--- src/rtl/lkt_pkg.sv ---
// Package for the link key table: request/response word types, entry type,
// command codes and size constants. No dependencies.

package lkt_pkg;

   // Default table depth and the width of the reported entry count
   localparam int LKT_DEPTH   = 32;
   localparam int LKT_COUNT_W = 6;

   // Command codes
   localparam logic [2:0] CMD_GET        = 3'd0;
   localparam logic [2:0] CMD_PUT        = 3'd1;
   localparam logic [2:0] CMD_DELETE     = 3'd2;
   localparam logic [2:0] CMD_ITER_RESET = 3'd3;
   localparam logic [2:0] CMD_ITER_NEXT  = 3'd4;

   typedef logic [LKT_COUNT_W-1:0] lkt_count_type;

   // One request word
   typedef struct packed {
      logic [2:0]  command;
      logic [47:0] address;
      logic [63:0] key_high;
      logic [63:0] key_low;
      logic [7:0]  key_type;
   } lkt_req_type;

   // One response word
   typedef struct packed {
      logic          found;
      logic          evicted;
      logic [47:0]   entry_address;
      logic [63:0]   entry_key_high;
      logic [63:0]   entry_key_low;
      logic [7:0]    entry_type;
      lkt_count_type entry_count;
   } lkt_rsp_type;

   // One table entry as stored in memory
   typedef struct packed {
      logic [47:0] address;
      logic [63:0] key_high;
      logic [63:0] key_low;
      logic [7:0]  key_type;
   } lkt_entry_type;

endpackage

--- src/rtl/lkt_seq.sv ---
// Command sequencer for the link key table: linear address scan, shift
// engine for eviction and delete, iterator, and response assembly.
// Depends on lkt_pkg; drives the ports of lkt_mem.

module lkt_seq
   import lkt_pkg::*;
#(
   parameter int DEPTH = LKT_DEPTH
) (
   input  logic                       clock,
   input  logic                       reset,
   input  logic                       req_valid,
   input  lkt_req_type                req_data,
   output logic                       req_stall,
   output logic [$clog2(DEPTH)-1:0]   rd_idx,
   input  lkt_entry_type              rd_data,
   output logic                       wr_en,
   output logic [$clog2(DEPTH)-1:0]   wr_idx,
   output lkt_entry_type              wr_data,
   input  logic                       out_free,
   output logic                       rsp_load,
   output lkt_rsp_type                rsp_word
);

   localparam int IW = $clog2(DEPTH);
   localparam int CW = $clog2(DEPTH + 1);
   localparam logic [CW-1:0] FULL     = CW'(DEPTH);
   localparam logic [IW-1:0] LAST_IDX = IW'(DEPTH - 1);

   typedef enum logic [2:0] {
      S_IDLE,
      S_SCAN,
      S_SHIFT,
      S_WRITE,
      S_ITER_RD,
      S_ITER_CAP,
      S_RESP
   } state_type;

   state_type     state_ff;
   lkt_req_type   req_ff;
   logic [CW-1:0] count_ff;
   logic [CW-1:0] iter_ff;
   logic [CW-1:0] idx_ff;      // scan read index, also shift source index
   logic [CW-1:0] end_ff;      // shift source limit (exclusive)
   logic          cmp_v_ff;
   logic [IW-1:0] cmp_idx_ff;
   logic [IW-1:0] pos_ff;      // entry to write on put
   logic          mv_v_ff;
   logic [IW-1:0] mv_dst_ff;
   logic          found_ff;
   logic          evict_ff;
   logic [47:0]   o_addr_ff;
   logic [63:0]   o_khi_ff;
   logic [63:0]   o_klo_ff;
   logic [7:0]    o_type_ff;

   logic scan_issue;
   logic scan_hit;
   logic shift_issue;

   assign req_stall   = (state_ff != S_IDLE);
   assign scan_issue  = (idx_ff < count_ff);
   assign scan_hit    = cmp_v_ff && (rd_data.address == req_ff.address);
   assign shift_issue = (idx_ff < end_ff);

   // Memory read address
   always_comb begin
      case (state_ff)
         S_ITER_RD: rd_idx = iter_ff[IW-1:0];
         default:   rd_idx = idx_ff[IW-1:0];
      endcase
   end

   // Memory write: shifted entry or new/updated entry
   always_comb begin
      wr_en   = (state_ff == S_WRITE) || ((state_ff == S_SHIFT) && mv_v_ff);
      wr_idx  = (state_ff == S_WRITE) ? pos_ff : mv_dst_ff;
      wr_data = rd_data;
      if (state_ff == S_WRITE) begin
         wr_data.address  = req_ff.address;
         wr_data.key_high = req_ff.key_high;
         wr_data.key_low  = req_ff.key_low;
         wr_data.key_type = req_ff.key_type;
      end
   end

   // Response word
   assign rsp_load = (state_ff == S_RESP) && out_free;
   always_comb begin
      rsp_word.found          = found_ff;
      rsp_word.evicted        = evict_ff;
      rsp_word.entry_address  = o_addr_ff;
      rsp_word.entry_key_high = o_khi_ff;
      rsp_word.entry_key_low  = o_klo_ff;
      rsp_word.entry_type     = o_type_ff;
      rsp_word.entry_count    = lkt_count_type'(count_ff);
   end

   // Sequencer
   always_ff @(posedge clock) begin
      if (reset) begin
         state_ff <= S_IDLE;
         count_ff <= '0;
         iter_ff  <= '0;
         cmp_v_ff <= 1'b0;
         mv_v_ff  <= 1'b0;
      end else begin
         case (state_ff)
            S_IDLE: begin
               if (req_valid) begin
                  req_ff    <= req_data;
                  found_ff  <= 1'b0;
                  evict_ff  <= 1'b0;
                  o_addr_ff <= req_data.address;
                  // put answers with the key it stores, everything else starts from zero
                  if (req_data.command == CMD_PUT) begin
                     o_khi_ff  <= req_data.key_high;
                     o_klo_ff  <= req_data.key_low;
                     o_type_ff <= req_data.key_type;
                  end else begin
                     o_khi_ff  <= '0;
                     o_klo_ff  <= '0;
                     o_type_ff <= '0;
                  end
                  idx_ff    <= '0;
                  cmp_v_ff  <= 1'b0;
                  case (req_data.command)
                     CMD_GET, CMD_PUT, CMD_DELETE: begin
                        state_ff <= S_SCAN;
                     end
                     CMD_ITER_RESET: begin
                        iter_ff  <= '0;
                        state_ff <= S_RESP;
                     end
                     CMD_ITER_NEXT: begin
                        state_ff <= (iter_ff < count_ff) ? S_ITER_RD : S_RESP;
                     end
                     default: begin
                        state_ff <= S_RESP;
                     end
                  endcase
               end
            end

            // One read issued per cycle; compare data of the previous read
            S_SCAN: begin
               cmp_v_ff   <= scan_issue;
               cmp_idx_ff <= idx_ff[IW-1:0];
               if (scan_hit) begin
                  found_ff <= 1'b1;
                  pos_ff   <= cmp_idx_ff;
                  case (req_ff.command)
                     CMD_PUT: begin
                        state_ff <= S_WRITE;
                     end
                     CMD_DELETE: begin
                        o_khi_ff  <= rd_data.key_high;
                        o_klo_ff  <= rd_data.key_low;
                        o_type_ff <= rd_data.key_type;
                        idx_ff    <= CW'(cmp_idx_ff) + 1'b1;
                        end_ff    <= count_ff;
                        mv_v_ff   <= 1'b0;
                        state_ff  <= S_SHIFT;
                     end
                     default: begin
                        o_khi_ff  <= rd_data.key_high;
                        o_klo_ff  <= rd_data.key_low;
                        o_type_ff <= rd_data.key_type;
                        state_ff  <= S_RESP;
                     end
                  endcase
               end else if (!cmp_v_ff && !scan_issue) begin
                  // miss
                  if (req_ff.command == CMD_PUT) begin
                     if (count_ff == FULL) begin
                        evict_ff <= 1'b1;
                        idx_ff   <= CW'(1);
                        end_ff   <= FULL;
                        mv_v_ff  <= 1'b0;
                        pos_ff   <= LAST_IDX;
                        state_ff <= S_SHIFT;
                     end else begin
                        pos_ff   <= count_ff[IW-1:0];
                        count_ff <= count_ff + 1'b1;
                        state_ff <= S_WRITE;
                     end
                  end else begin
                     state_ff <= S_RESP;
                  end
               end else if (scan_issue) begin
                  idx_ff <= idx_ff + 1'b1;
               end
            end

            // Move entry src to src-1, pipelined through the read latency
            S_SHIFT: begin
               mv_v_ff   <= shift_issue;
               mv_dst_ff <= IW'(idx_ff - 1'b1);
               if (shift_issue) begin
                  idx_ff <= idx_ff + 1'b1;
               end else if (!mv_v_ff) begin
                  if (req_ff.command == CMD_PUT) begin
                     state_ff <= S_WRITE;
                  end else begin
                     count_ff <= count_ff - 1'b1;
                     state_ff <= S_RESP;
                  end
               end
            end

            S_WRITE: begin
               state_ff <= S_RESP;
            end

            S_ITER_RD: begin
               iter_ff  <= iter_ff + 1'b1;
               state_ff <= S_ITER_CAP;
            end

            S_ITER_CAP: begin
               found_ff  <= 1'b1;
               o_addr_ff <= rd_data.address;
               o_khi_ff  <= rd_data.key_high;
               o_klo_ff  <= rd_data.key_low;
               o_type_ff <= rd_data.key_type;
               state_ff  <= S_RESP;
            end

            S_RESP: begin
               if (out_free) begin
                  state_ff <= S_IDLE;
               end
            end

            default: begin
               state_ff <= S_IDLE;
            end
         endcase
      end
   end

endmodule

--- config.mk ---
export PLATFORM = sky130hd
export DESIGN_NAME = lkt_seq
export DESIGN_NICKNAME = d
export VERILOG_FILES = /design/src/rtl/lkt_pkg.sv /design/src/rtl/lkt_seq.sv
export SDC_FILE = /design/constraint.sdc
export NUM_CORES = 1
export LEC_CHECK = 0
export BUFFER_PORTS_ARGS = -buffer_cell sky130_fd_sc_hd__buf_2
export CAP_MARGIN = 10
export CORE_AREA = 4 4 296 298
export CTS_BUF_LIST = sky130_fd_sc_hd__clkbuf_8
export CTS_CLUSTER_DIAMETER = 40
export DETAILED_ROUTE_END_ITERATION = 8
export DIE_AREA = 0 0 300 302
export PLACE_DENSITY = 0.55
export SLEW_MARGIN = 10
export SYNTH_ARGS = -nofsm -noshare
export SYNTH_HDL_FRONTEND = slang
export SYNTH_SLANG_ARGS = --single-unit
--- constraint.sdc ---
create_clock -name clock -period 45.3 [get_ports clock]
set_clock_uncertainty 0.1 [all_clocks]
set_input_delay 6.795 -clock clock [delete_from_list [all_inputs] [get_ports clock]]
set_output_delay 6.795 -clock clock [all_outputs]
set_load 0.01 [all_outputs]
; ---- After elaboration in Yosys (flattened, before gate mapping)
; Cells that the tools add are included.
; Widths: inputs -> output; s select.
[totals]
register_bits = 417
latchBits = 0
mem_bits_rw = 0
rom_bits = 0
inputBits = 375
output_inout_bits = 389
wordCells = 180
mem_count = 0
[op_classes]
add_sub_neg = 6
n_mul = 0
div = 0
n_lt_le_gt_ge = 3
n_eq_ne = 36
n_shift = 0
n_mux = 77
bitwise_logic = 1
reduce_logical = 36
[ops]
columns = op, n
row1 = $mux 64, 8
row2 = $pmux 64 s3, 2
row3 = $mux 184, 1
row4 = $mux 6, 22
row5 = $pmux 48 s2, 1
row6 = $eq 48x48->1, 1
row7 = $mux 48, 1
row8 = $mux 8, 4
row9 = $mux 5, 6
row10 = $ne 2x2->1 const B, 13
row11 = $mux 3, 8
row12 = $pmux 6 s2, 2
row13 = $pmux 8 s3, 1
row14 = $add 6x1->6 const B, 3
row15 = $lt 6x6->1, 3
row16 = $pmux 3 s6, 1
row17 = $pmux 6 s3, 1
row18 = $reduce_and 8->1, 2
row19 = $eq 3x2->1 const B, 5
row20 = $reduce_and 5->1, 3
row21 = $reduce_bool 2->1, 7
row22 = $eq 3x3->1 const B, 4
row23 = $mux 1, 12
row24 = $ne 4x4->1 const B, 3
row25 = 25 further kinds, 45

; ---- Depth between registers and ports, before layout
[logic_depth]
ltp_word = 6
ltp_mapped = 11
mapped_depth_nobuf = 11

; ---- Worst setup path after synthesis
; OpenSTA, ideal clock, no wires.
[synth_path]
path_kind = in2reg
startpoint = input port rd_data[178] (netlist name)
endpoint = register o_khi_ff[0], enable pin
setup_ns = 0.965
arrival_ns = 21.014
required_ns = 44.235
path_slack_ns = 23.221
cell_stages = 8
n_path_buf = 1
cell_sequence = xor2_1 nor4_2 nand4_1 or4b_1 buf_6 o21ai_0 a22oi_1 nor4_1
[synth_via]
elab_chain_len = 4
[synth_rtl]
columns = element, line_no
row1 = from (decl), lkt_seq.sv:16  ; input lkt_entry_type rd_data,
row2 = $eq 48x48->1, lkt_seq.sv:64  ; assign scan_hit = cmp_v_ff && (rd_data.address == req_ff.address);
row3 = $logic_and 1x1->1, lkt_seq.sv:64
row4 = $ne 2x2->1 (no line), -
row5 = $reduce_and 5->1 (no line), -
row6 = to (signal assigned), lkt_seq.sv:118  ; o_khi_ff <= req_data.key_high;
row7 = to (signal assigned), lkt_seq.sv:158  ; o_khi_ff <= rd_data.key_high;
row8 = to (signal assigned), lkt_seq.sv:167  ; o_khi_ff <= rd_data.key_high;
row9 = to (decl), lkt_seq.sv:54  ; logic [63:0] o_khi_ff;
; Every way passes these cells.
; A chain may end at the register's enable or synchronous reset.

==> flow_metrics.py <==
metrics = {
    "die": {
        "row_count": 107,
        "fp.coreArea_sq_mm": 0.08488,
        "ios": 764,
        "dieArea_sq_mm": 0.09060,
        "die_w_um": 300,
        "fp.dieH_um": 302,
        "initial_core_util": 0.2206,
    },
    "drt": {
        "drtAntennaViolNets": 0,
        "num_vias": 14271,
        "post-route-drc-count": 0,
        "vias_per_cell": 4.457,
        "routedWlPerCell_um": 24.74,
        "first_iter_violations": 916,
        "first_pass_iters": 7,
        "finalWirelength_um": 79230,
    },
    "power_and_ir_drop": {
        "p_int_mw": 0.8378,
        "p_clk_frac": 0.315,
        "p_comb_frac": 0.257,
        "p_leak_nw": 10.25,
        "ir_drop_v": 0.00002598,
        "switching_share": 0.3233,
        "powerDensity_mw_per_mm2": 48.50,
        "seqPwrFrac": 0.428,
        "p_switching_mw": 0.4003,
    },
    "sta": {
        "worstMarginPinSlew_ns": 1.102,
        "finalHoldViolations": 0,
        "layout_worst_path_cycle_share": 0.3172,
        "fin_crit_ns": 14.37,
        "setup_viol": 0,
        "relSlewSlack": 0.2652,
        "max_clock_freq_mhz": 69.60,
        "setup-tns-final_ns": 0,
        "hold_slack_ns": 0.4170,
        "rsz0062_at_grt": "false",
        "finalMaxSlewViolations": 0,
    },
    "clock_network": {
        "cts_resized": 0,
        "hold_buffers": 0,
        "clock-sinks": 417,
        "cts_root_buffer": "clkbuf_8",
        "clock_latency_ns": 0.68,
        "ctsLongestPathBuffers": 3,
        "cts_buffers": 82,
        "h-tree-depth": 3,
        "cts_tree": "yes",
        "path_clk_slew_ns": 0.05,
        "post_cts_buffers": 0,
    },
    "logic_synthesis": {
        "syn_area_sq_mm": 0.01872,
        "yosysWarningCount": 0,
        "yosysSeqAreaShare": 0.6598,
        "synth_nets": 1592,
        "async_reset_ff_frac": 0,
        "syn_avg_cell_area_sq_um": 15.69,
        "synth_top_area_frac": 0.6416,
        "synth_edf_count": 400,
        "ys.flop_type": "edfxtp_1",
        "ys_ff_latch": 417,
        "synth_area_leader_cell": "edfxtp_1",
        "syn_inst": 1193,
        "synthDistinctLibCells": 61,
        "synth_area_leaders": "edfxtp_1, mux2_2, a22o_1",
    },
    "setup_path": {
        "reg2regPathDepth": 9,
        "crit-reg2reg-launch": "req_ff[166]$_DFFE_PP_",
        "crit_path_end_kind": "primary output",
        "cp_max_fo": 3,
        "rrSetupSlack_ns": 40.12,
        "cp_data_required_time_ns": 38.41,
        "worstSetupPathType": "in -> out",
        "r2r_end": "o_khi_ff[24]$_DFFE_PP_",
        "start_kind": "input port",
        "cp.arrival_ns": 7.47,
    },
    "placed_design": {
        "dpl-instance-area_sq_mm": 0.02384,
        "dp_hpwl_um": 61610,
        "place.gp.congestion": 0.9234,
        "portBuffers": 763,
    },
    "min_path": {
        "hold_end": "iter_ff[5]$_SDFFE_PP0P_",
        "min_path_cells": 2,
        "hp-start": "iter_ff[5]$_SDFFE_PP0P_",
        "worstHoldPathType": "reg -> reg",
    },
    "finish": {
        "drive_above_1_share": 0.5576,
        "final_area_sq_mm": 0.02553,
        "fin_util": 0.3008,
        "nets": 2382,
        "area.growth.synth_to_final_pct": 36.36,
        "layout_commonest_cell": "buf_2",
        "fillCellCount": 8747,
        "final_cell_mix": "buf_2, edfxtp_1, mux2_2",
    },
    "global_route": {
        "grt_pass1_vias": 14884,
        "grt_pass1_wl_um": 108700,
        "grt_use_total": 0.1658,
        "gr-total-overflow": 0,
        "antenna_found_initial": 29,
        "grt_max_degree": 124,
    },
    "status": {
        "outcome": "completed",
    },
    "flow_run": {
        "max_cap_violations": 0,
    },
}
-- per-layer routing --
metal  up-vias  global-route usage  share of wire
li1       6320                   -              -
met1      6921              0.1862           0.37
met2       823              0.2678           0.47
met3       179             0.06732           0.11
met4        28             0.09497          0.052
met5         -                   0         0.0022
-- through the flow --
step | setup WS, ns | power, mW | instances
6_report | 30.93 | 1.238 | 3202
5_1_grt | 30.91 | 1.301 | 3199
4_1_cts | 30.91 | 1.257 | 3192
3_5_place_dp | 30.91 | 0.8590 | 3043
3_3_place_gp | 30.91 | 0.8542 | 3043
2_1_floorplan | 23.22 | 0.7223 | 1193
-- worst max-delay path: stages --
cell and delay (ns):
buf_2 0.12, mux2_2 0.37, buf_2 0.19
-- logic make-up after synthesis --
family / after synthesis / share of synthesized area
AND/OR/NAND/NOR: 127 / 0.03509
adder cells (fa/ha/maj): 24 / 0.01644
buffers and inverters: 98 / 0.02112
XOR/XNOR: 60 / 0.02807
flip-flops: 417 / 0.6598
AO/OA/AOI/OAI: 230 / 0.09697
multiplexers: 237 / 0.1426
-- flip-flops by register name, summed over array words and instances (netlist names) --
| signal | flops |
|---|---|
| req_ff | 187 |
| o_khi_ff | 64 |
| o_klo_ff | 64 |
| o_addr_ff | 48 |
| o_type_ff | 8 |
| count_ff | 6 |
| end_ff | 6 |
| idx_ff | 6 |
| iter_ff | 6 |
| cmp_idx_ff | 5 |
| mv_dst_ff | 5 |
| pos_ff | 5 |
| state_ff | 3 |
| cmp_v_ff | 1 |
| evict_ff | 1 |
| found_ff | 1 |
| mv_v_ff | 1 |
-- area by class of cell --
class / instances / area [sq um] / area share
clock inverter: 64 / 489.2 / 0.01916
sequential: 417 / 12350 / 0.4838
multi-input combinational: 678 / 6022 / 0.2359
clock buffer: 85 / 1170 / 0.04583
tap: 1144 / 1431 / 0.05607
timing repair buffer: 776 / 3929 / 0.1539
inverter: 28 / 110.1 / 0.004313
antenna: 10 / 25.02 / 0.0009802
-- power by group through the flow --
stage	Sequential (mW)	Clock, mW	Combinational [mW]
final	0.530	0.390	0.318
after global routing	0.535	0.422	0.344
after CTS	0.530	0.404	0.323
after detailed placement	0.537	0	0.322
after global placement	0.535	0	0.319
after floorplan	0.559	0	0.164
-- how the worst max path moves through the flow --
stage,cells past startpoint,to,start,slack (ns)
detailed placement,3,wr_data[7],rd_data[7],30.91
floorplan,8,o_khi_ff[0]$_DFFE_PP_,rd_data[178],23.22
global route,3,wr_data[7],rd_data[7],30.91
CTS,3,wr_data[7],rd_data[7],30.91
finish,3,wr_data[183],rd_data[183],30.93
global placement,3,wr_data[7],rd_data[7],30.91
-- synthesized netlist by cell type, drive strengths merged, types with 4 or more instances --
library cell and n:
nand2b 7, nor3 18, nand2 31, nand3 14, a21oi 22, ha 23, inv 28, o21a 4
o21ai 26, mux2 237, nand4 5, or3 4, o22ai 6, xor2 45, buf 13, nor2 24
a22o 136, a21o 6, nor4 10, clkbuf 57, xnor2 15, edfxtp 400, dfxtp 17, nor2b 4
(Power assumes the default switching activity.)
